## src/design/cddd_pkg.sv

```systemverilog
// ----------------------------------------------------------------------------
// cddd_pkg
// Shared types, constants and calendar functions for the date day
// difference core.
// ----------------------------------------------------------------------------
package cddd_pkg;

  localparam int YEAR_W   = 14;
  localparam int MONTH_W  = 4;
  localparam int DAY_W    = 5;
  localparam int DIFF_W   = 23;
  localparam int SERIAL_W = 24;
  localparam int YY_W     = 15;

  localparam logic [YEAR_W-1:0]  YEAR_MAX       = 14'd9999;
  localparam logic [YEAR_W-1:0]  YEAR_SWITCH    = 14'd1582;
  localparam logic [MONTH_W-1:0] MONTH_FEB      = 4'd2;
  localparam logic [MONTH_W-1:0] MONTH_OCT      = 4'd10;
  localparam logic [MONTH_W-1:0] MONTH_MAX      = 4'd12;
  localparam logic [DAY_W-1:0]   GAP_FIRST_DAY  = 5'd5;
  localparam logic [DAY_W-1:0]   GAP_LAST_DAY   = 5'd14;
  localparam logic [DAY_W-1:0]   GREG_FIRST_DAY = 5'd15;

  // Epoch offsets of the day number for each calendar.
  localparam logic [SERIAL_W-1:0] GREG_OFFSET   = 24'd32045;
  localparam logic [SERIAL_W-1:0] JULIAN_OFFSET = 24'd32083;
  localparam logic [YY_W-1:0]     YEAR_SHIFT    = 15'd4800;

  // floor(x / 100) == (x * DIV100_MUL) >> DIV100_SHIFT for x below 2**15.
  localparam int DIV100_MUL   = 5243;
  localparam int DIV100_SHIFT = 19;

  typedef struct packed {
    logic [YEAR_W-1:0]  first_year;
    logic [MONTH_W-1:0] first_month;
    logic [DAY_W-1:0]   first_day;
    logic [YEAR_W-1:0]  second_year;
    logic [MONTH_W-1:0] second_month;
    logic [DAY_W-1:0]   second_day;
  } dates_t;

  typedef struct packed {
    logic signed [DIFF_W-1:0] day_difference;
    logic                     date_invalid;
  } result_t;

  typedef struct packed {
    logic                ok;
    logic [SERIAL_W-1:0] serial;
  } date_info_t;

  // Days before the month, counted in a year that starts in March.
  function automatic logic [8:0] month_offset(input logic [MONTH_W-1:0] m);
    logic [8:0] off;
    unique case (m)
      4'd3:    off = 9'd0;
      4'd4:    off = 9'd31;
      4'd5:    off = 9'd61;
      4'd6:    off = 9'd92;
      4'd7:    off = 9'd122;
      4'd8:    off = 9'd153;
      4'd9:    off = 9'd184;
      4'd10:   off = 9'd214;
      4'd11:   off = 9'd245;
      4'd12:   off = 9'd275;
      4'd1:    off = 9'd306;
      4'd2:    off = 9'd337;
      default: off = 9'd0;
    endcase
    return off;
  endfunction

  // Length of a month other than February.
  function automatic logic [DAY_W-1:0] plain_month_length(input logic [MONTH_W-1:0] m);
    logic [DAY_W-1:0] len;
    unique case (m)
      4'd4, 4'd6, 4'd9, 4'd11: len = 5'd30;
      default:                 len = 5'd31;
    endcase
    return len;
  endfunction

endpackage

```

## src/design/cddd_date.sv

```systemverilog
// ----------------------------------------------------------------------------
// cddd_date
// Checks one calendar date and converts it to its Julian Day Number.
// ----------------------------------------------------------------------------
module cddd_date (
  input  logic [cddd_pkg::YEAR_W-1:0]  year,
  input  logic [cddd_pkg::MONTH_W-1:0] month,
  input  logic [cddd_pkg::DAY_W-1:0]   day,
  output cddd_pkg::date_info_t         info
);
  import cddd_pkg::*;

  logic [26:0]          ymul;
  logic [7:0]           yq100;
  logic [YEAR_W-1:0]    yhund;
  logic                 div4;
  logic                 div100;
  logic                 div400;
  logic                 leap;
  logic [DAY_W-1:0]     mlen;
  logic                 in_gap;
  logic                 greg;
  logic                 early;
  logic [YY_W-1:0]      yy;
  logic [27:0]          yymul;
  logic [8:0]           yyq100;
  logic [SERIAL_W-1:0]  base;
  logic [SERIAL_W-1:0]  serial;

  // Leap rule: divisibility by 100 through a reciprocal multiply.
  assign ymul   = 27'(year) * 27'(DIV100_MUL);
  assign yq100  = ymul[26:DIV100_SHIFT];
  assign yhund  = YEAR_W'(yq100 * 7'd100);
  assign div4   = (year[1:0] == 2'b00);
  assign div100 = (yhund == year);
  assign div400 = div100 && (yq100[1:0] == 2'b00);
  assign leap   = (year <= YEAR_SWITCH) ? div4 : ((div4 && !div100) || div400);

  assign mlen   = (month == MONTH_FEB) ? (leap ? 5'd29 : 5'd28) : plain_month_length(month);
  assign in_gap = (year == YEAR_SWITCH) && (month == MONTH_OCT) &&
                  (day >= GAP_FIRST_DAY) && (day <= GAP_LAST_DAY);

  assign greg = (year > YEAR_SWITCH) ||
                ((year == YEAR_SWITCH) &&
                 ((month > MONTH_OCT) || ((month == MONTH_OCT) && (day >= GREG_FIRST_DAY))));

  // January and February count as months of the previous year.
  assign early  = (month <= MONTH_FEB);
  assign yy     = YY_W'(year) + YEAR_SHIFT - YY_W'(early);
  assign yymul  = 28'(yy) * 28'(DIV100_MUL);
  assign yyq100 = yymul[27:DIV100_SHIFT];

  assign base = SERIAL_W'(day) + SERIAL_W'(month_offset(month)) +
                SERIAL_W'(yy) * SERIAL_W'(365) + SERIAL_W'(yy[YY_W-1:2]);

  always_comb begin
    if (greg) begin
      serial = base - SERIAL_W'(yyq100) + SERIAL_W'(yyq100[8:2]) - GREG_OFFSET;
    end else begin
      serial = base - JULIAN_OFFSET;
    end
  end

  always_comb begin
    info.ok = (year != '0) && (year <= YEAR_MAX) &&
              (month != '0) && (month <= MONTH_MAX) &&
              (day != '0) && (day <= mlen) && !in_gap;
    info.serial = serial;
  end

endmodule

```

## src/design/calendar_date_day_difference_core.sv

```systemverilog
// ----------------------------------------------------------------------------
// calendar_date_day_difference_core
// Signed day count between two calendar dates, Julian before the 1582
// reform and Gregorian from 15 October 1582 on.
// ----------------------------------------------------------------------------
// Each transaction on the dates channel carries two dates; one transaction
// on the result channel comes back for it, in order, carrying the serial day
// of the second date minus that of the first (negative when the second is
// earlier). If either date does not exist (year outside 1..9999, month
// outside 1..12, day beyond the month, or 5..14 October 1582), date_invalid
// is set and the difference is zero. The core is a two-register pipeline:
// an input register, then the day-number conversion and subtraction, then
// the result register. It takes one transaction per clock cycle unless back
// pressure on the result side stalls it; a taken transaction moves through
// the input register and then the result register before its result is
// presented. Throughput is set by the single conversion pass, so with
// result_ready held high it sustains one transaction per cycle. Back pressure
// on the result side stalls the pipeline one stage at a time; an empty input
// stage still takes a new transaction while a finished result waits.
// ----------------------------------------------------------------------------
module calendar_date_day_difference_core (
  input  logic              clk,
  input  logic              rst,
  input  logic              dates_valid,
  output logic              dates_ready,
  input  cddd_pkg::dates_t  dates,
  output logic              result_valid,
  input  logic              result_ready,
  output cddd_pkg::result_t result
);
  import cddd_pkg::*;

  logic       stage_valid;
  dates_t     stage_dates;
  logic       result_load;
  date_info_t first_info;
  date_info_t second_info;
  logic [SERIAL_W-1:0] serial_diff;
  result_t    result_next;

  // Advance the input stage into the result register when the result is
  // empty or being taken this cycle.
  assign result_load = stage_valid && (!result_valid || result_ready);
  assign dates_ready = !stage_valid || result_load;

  always_ff @(posedge clk) begin
    if (rst) begin
      stage_valid <= 1'b0;
    end else if (dates_ready) begin
      stage_valid <= dates_valid;
    end
  end

  // Hold the captured dates until they move on.
  always_ff @(posedge clk) begin
    if (dates_valid && dates_ready) begin
      stage_dates <= dates;
    end
  end

  cddd_date u_first (
    .year  (stage_dates.first_year),
    .month (stage_dates.first_month),
    .day   (stage_dates.first_day),
    .info  (first_info)
  );

  cddd_date u_second (
    .year  (stage_dates.second_year),
    .month (stage_dates.second_month),
    .day   (stage_dates.second_day),
    .info  (second_info)
  );

  // Drop the difference to zero when either date is impossible.
  assign serial_diff = second_info.serial - first_info.serial;

  always_comb begin
    if (first_info.ok && second_info.ok) begin
      result_next.day_difference = serial_diff[DIFF_W-1:0];
      result_next.date_invalid   = 1'b0;
    end else begin
      result_next.day_difference = '0;
      result_next.date_invalid   = 1'b1;
    end
  end

  always_ff @(posedge clk) begin
    if (rst) begin
      result_valid <= 1'b0;
    end else if (result_load) begin
      result_valid <= 1'b1;
    end else if (result_ready) begin
      result_valid <= 1'b0;
    end
  end

  always_ff @(posedge clk) begin
    if (result_load) begin
      result <= result_next;
    end
  end

endmodule
```

## config.mk

```make
export PLATFORM = sky130hd
export DESIGN_NAME = calendar_date_day_difference_core
export DESIGN_NICKNAME = d
export VERILOG_FILES = /design/src/design/cddd_pkg.sv /design/src/design/cddd_date.sv /design/src/design/calendar_date_day_difference_core.sv
export SDC_FILE = /design/constraint.sdc
export NUM_CORES = 2
export LEC_CHECK = 0
export ABC_AREA = 1
export ABC_CLOCK_PERIOD_IN_PS = 14300
export BUFFER_PORTS_ARGS = -buffer_cell sky130_fd_sc_hd__buf_4
export CAP_MARGIN = 20
export CELL_PAD_IN_SITES_DETAIL_PLACEMENT = 1
export CELL_PAD_IN_SITES_GLOBAL_PLACEMENT = 2
export CORE_MARGIN = 2
export CORE_UTILIZATION = 39
export CTS_CLUSTER_DIAMETER = 150
export CTS_CLUSTER_SIZE = 10
export DETAILED_ROUTE_END_ITERATION = 8
export GPL_TIMING_DRIVEN = 1
export PLACE_DENSITY = 0.77
export SLEW_MARGIN = 10
export SYNTH_ARGS = -nofsm -noshare
export SYNTH_HDL_FRONTEND = slang
export SYNTH_SLANG_ARGS = --single-unit
```

## constraint.sdc

```tcl
create_clock -name clk -period 14.3 [get_ports clk]
set_clock_uncertainty 0.15 [all_clocks]
set_input_delay 2.145 -clock clk [delete_from_list [all_inputs] [get_ports clk]]
set_output_delay 2.145 -clock clk [all_outputs]
set_load 0.05 [all_outputs]
```

==> impl_metrics.toml <==
[status]
outcome = "complete, no violations"

[sta]
worst_pin_slew_ps = 951
fin_tns_setup_ps = 0
hold_viol_final = 0
period_needed_ps = 12670
relSlewSlack = 0.362
drv_slew = 0
finalCritPeriodShare = 0.886
setup_viol = 0
rsz0062_at_grt = "false"
max_freq_ghz = 0.0789

[logic_synthesis]
syn_nets = 5184
yosys.cell_types.count = 64
synth_top_area_share = 0.288
synth.largest_area_cell = "ha_1"
ys_seq_area_frac = 0.0756
synthArstFlopShare = 0
syn_area_um2 = 33100
synthCells = 3959
synth_flop_cell = "edfxtp_1"
synth_edf_count = 70
syn_avg_cell_area_um2 = 8.36
synthTopCellsByArea = "ha_1 29%, fa_1 25%, inv_1 11%, edfxtp_1 6.3%, nand2_1 5.3%"
ys_seq_elements = 90
ys_warn_count = 0

[route]
drc = 0
dr.pass1.iters = 5
wire_per_inst_um = 18.2
routed_wl_um = 94700
viasPerCell = 4.98
vias = 25800
ant_nets = 0
drt_iter0_markers = 878

[grt]
antenna_found_initial = 0
grt_pass1_vias = 28200
grt_max_degree = 49
grt_first_pass_wirelength_um = 154000
grt.total_usage = 0.227
grt.overflow.total = 0

[floorplan]
core_um2 = 83800
die_h_um = 295
start_util = 0.395
dieArea_um2 = 87200
rows = 106
fp.dieW_um = 295
io_pins = 76

[clocking]
cts.reportedPaths.clkPinSlew_ps = 90
numCtsBuffers = 9
root_buffer = "clkbuf_16"
post_cts_buffers = 0
cts_resized = 0
cts.path.max_buffers = 2
cts_max_level = 3
hold_buffers = 0
cts_tree = "yes"
cts_sinks = 90
clk_latency_ps = 400

[critical_path]
endpoint = "result[23]$_SDFFCE_PN0P_"
worstSetupStartpointType = "register"
r2r_slack_ps = 1630
rr_endpoint = "result[23]$_SDFFCE_PN0P_"
worst-path-max-fanout = 7
endpoint_kind = "register"
startpoint = "stage_dates[30]$_DFFE_PP_"
worstSetupPathType = "register to register"
slowest_stage = "fa_1"
cp_data_required_time_ps = 14300
crit_arrival_ps = 12660
r2r_start = "stage_dates[30]$_DFFE_PP_"
path_common_cell = "inv_1"
slowest_delay_ps = 530
ff2ff_path_depth = 62

[placement]
post-dp-hpwl_um = 86000
place_inst = 5175
gp_congestion = 0.908
numPortBuffers = 75

[final_layout]
layout.nets = 5277
diodes = 0
seq_area_um2 = 2500
multi_input_area_um2 = 26700
instances_no_fill = 5191
fillCellCount = 10200
area_growth_pct = 7.27
drive_above_1_share = 0.0532

[worst_hold_path]
hp-class = "register to register"

[job]
drv_cap = 0
[through the flow]
stage                     utilization  area (um^2)  setup WS [ps]  hold WS (ps)
after floorplan                     -        33100           3140           295
after global placement          0.420        35200           2090           333
after detailed placement        0.420        35200           1640           338
after CTS                       0.424        35500           1610           354
after global routing            0.424        35500            333           382
final                           0.424        35500           1630           358
[final cells by class]
class,count,area share
Clock buffer,9,0.00634
Clock inverter,7,0.00264
Inverter,1022,0.108
Multi-Input combinational cell,2835,0.753
Sequential cell,90,0.0705
Tap cell,1134,0.0400
Timing Repair Buffer,94,0.0199
[kinds of logic after synthesis]
group           synth area share
compound gates            0.0990
xor+xnor                  0.0469
fa+ha+maj                  0.538
buf+inv                    0.117
flops                     0.0756
simple gates               0.123
[per-layer routing]
layer  vias to the layer above  wire [um]  track usage
met2                       218      45300        0.392
met3                        57       1680       0.0181
li1                      12800          -            -
met1                     12800      46500        0.315
met5                         -          0            0
met4                         0       1250       0.0343
[placed cells by master (no fill, tap or decap), types with 13 or more instances in the layout]
master	netlist	final
xor2_1	116	116
nor3_1	23	23
dfxtp_1	20	20
buf_4	0	94
o21bai_1	20	20
nand3_1	114	114
nand2_1	471	471
edfxtp_1	70	70
nor4_1	13	13
a211oi_1	13	13
fa_1	413	413
inv_1	1012	1011
a31oi_1	18	18
o21ai_0	152	151
nand2_2	29	29
o21ai_1	14	13
ha_1	762	762
nand4_1	44	44
a21oi_1	266	265
nor2_1	160	160
xnor2_1	47	47
a21o_1	18	18
[worst min path at each step]
stage	start	to	cells past startpoint
floorplan	stage_valid$_SDFFE_PP0N_	result_valid$_SDFFE_PP0P_	2
global placement	stage_valid$_SDFFE_PP0N_	result_valid$_SDFFE_PP0P_	2
detailed placement	stage_valid$_SDFFE_PP0N_	result_valid$_SDFFE_PP0P_	2
CTS	stage_valid$_SDFFE_PP0N_	result_valid$_SDFFE_PP0P_	2
global route	stage_valid$_SDFFE_PP0N_	result_valid$_SDFFE_PP0P_	2
finish	stage_valid$_SDFFE_PP0N_	result_valid$_SDFFE_PP0P_	2
[cells in the mapped netlist (all sizes together) (2+ instances only)]
| master | number |
|---|---|
| o21ai | 169 |
| a21boi | 7 |
| a21o | 18 |
| nand4 | 45 |
| o21bai | 23 |
| a211oi | 13 |
| xor2 | 118 |
| o22ai | 9 |
| edfxtp | 70 |
| and2 | 3 |
| a31o | 2 |
| inv | 1021 |
| o221ai | 3 |
| fa | 413 |
| o21a | 11 |
| ha | 762 |
| a22oi | 3 |
| xnor3 | 2 |
| buf | 3 |
| nand3 | 125 |
| or2 | 11 |
| o31ai | 7 |
| and3 | 3 |
| o2111ai | 2 |
| clkbuf | 9 |
| nand3b | 10 |
| dfxtp | 20 |
| nor2 | 170 |
| nor3 | 25 |
| a21oi | 276 |
| o211a | 2 |
| nand2 | 505 |
| a31oi | 18 |
| nor4 | 13 |
| o211ai | 9 |
| xnor2 | 50 |
[critical path, delay by kind of cell (launching register included)]
| kind | cells | cell delay, ps |
|---|---|---|
| compound gates | 17 | 2920 |
| xor+xnor | 2 | 650 |
| fa+ha+maj | 13 | 5100 |
| buf+inv | 12 | 980 |
| flops | 1 | 490 |
| simple gates | 18 | 2080 |
Power is not shown: default switching activity piles up to over one toggle a cycle in this logic, so the estimate is an artifact.
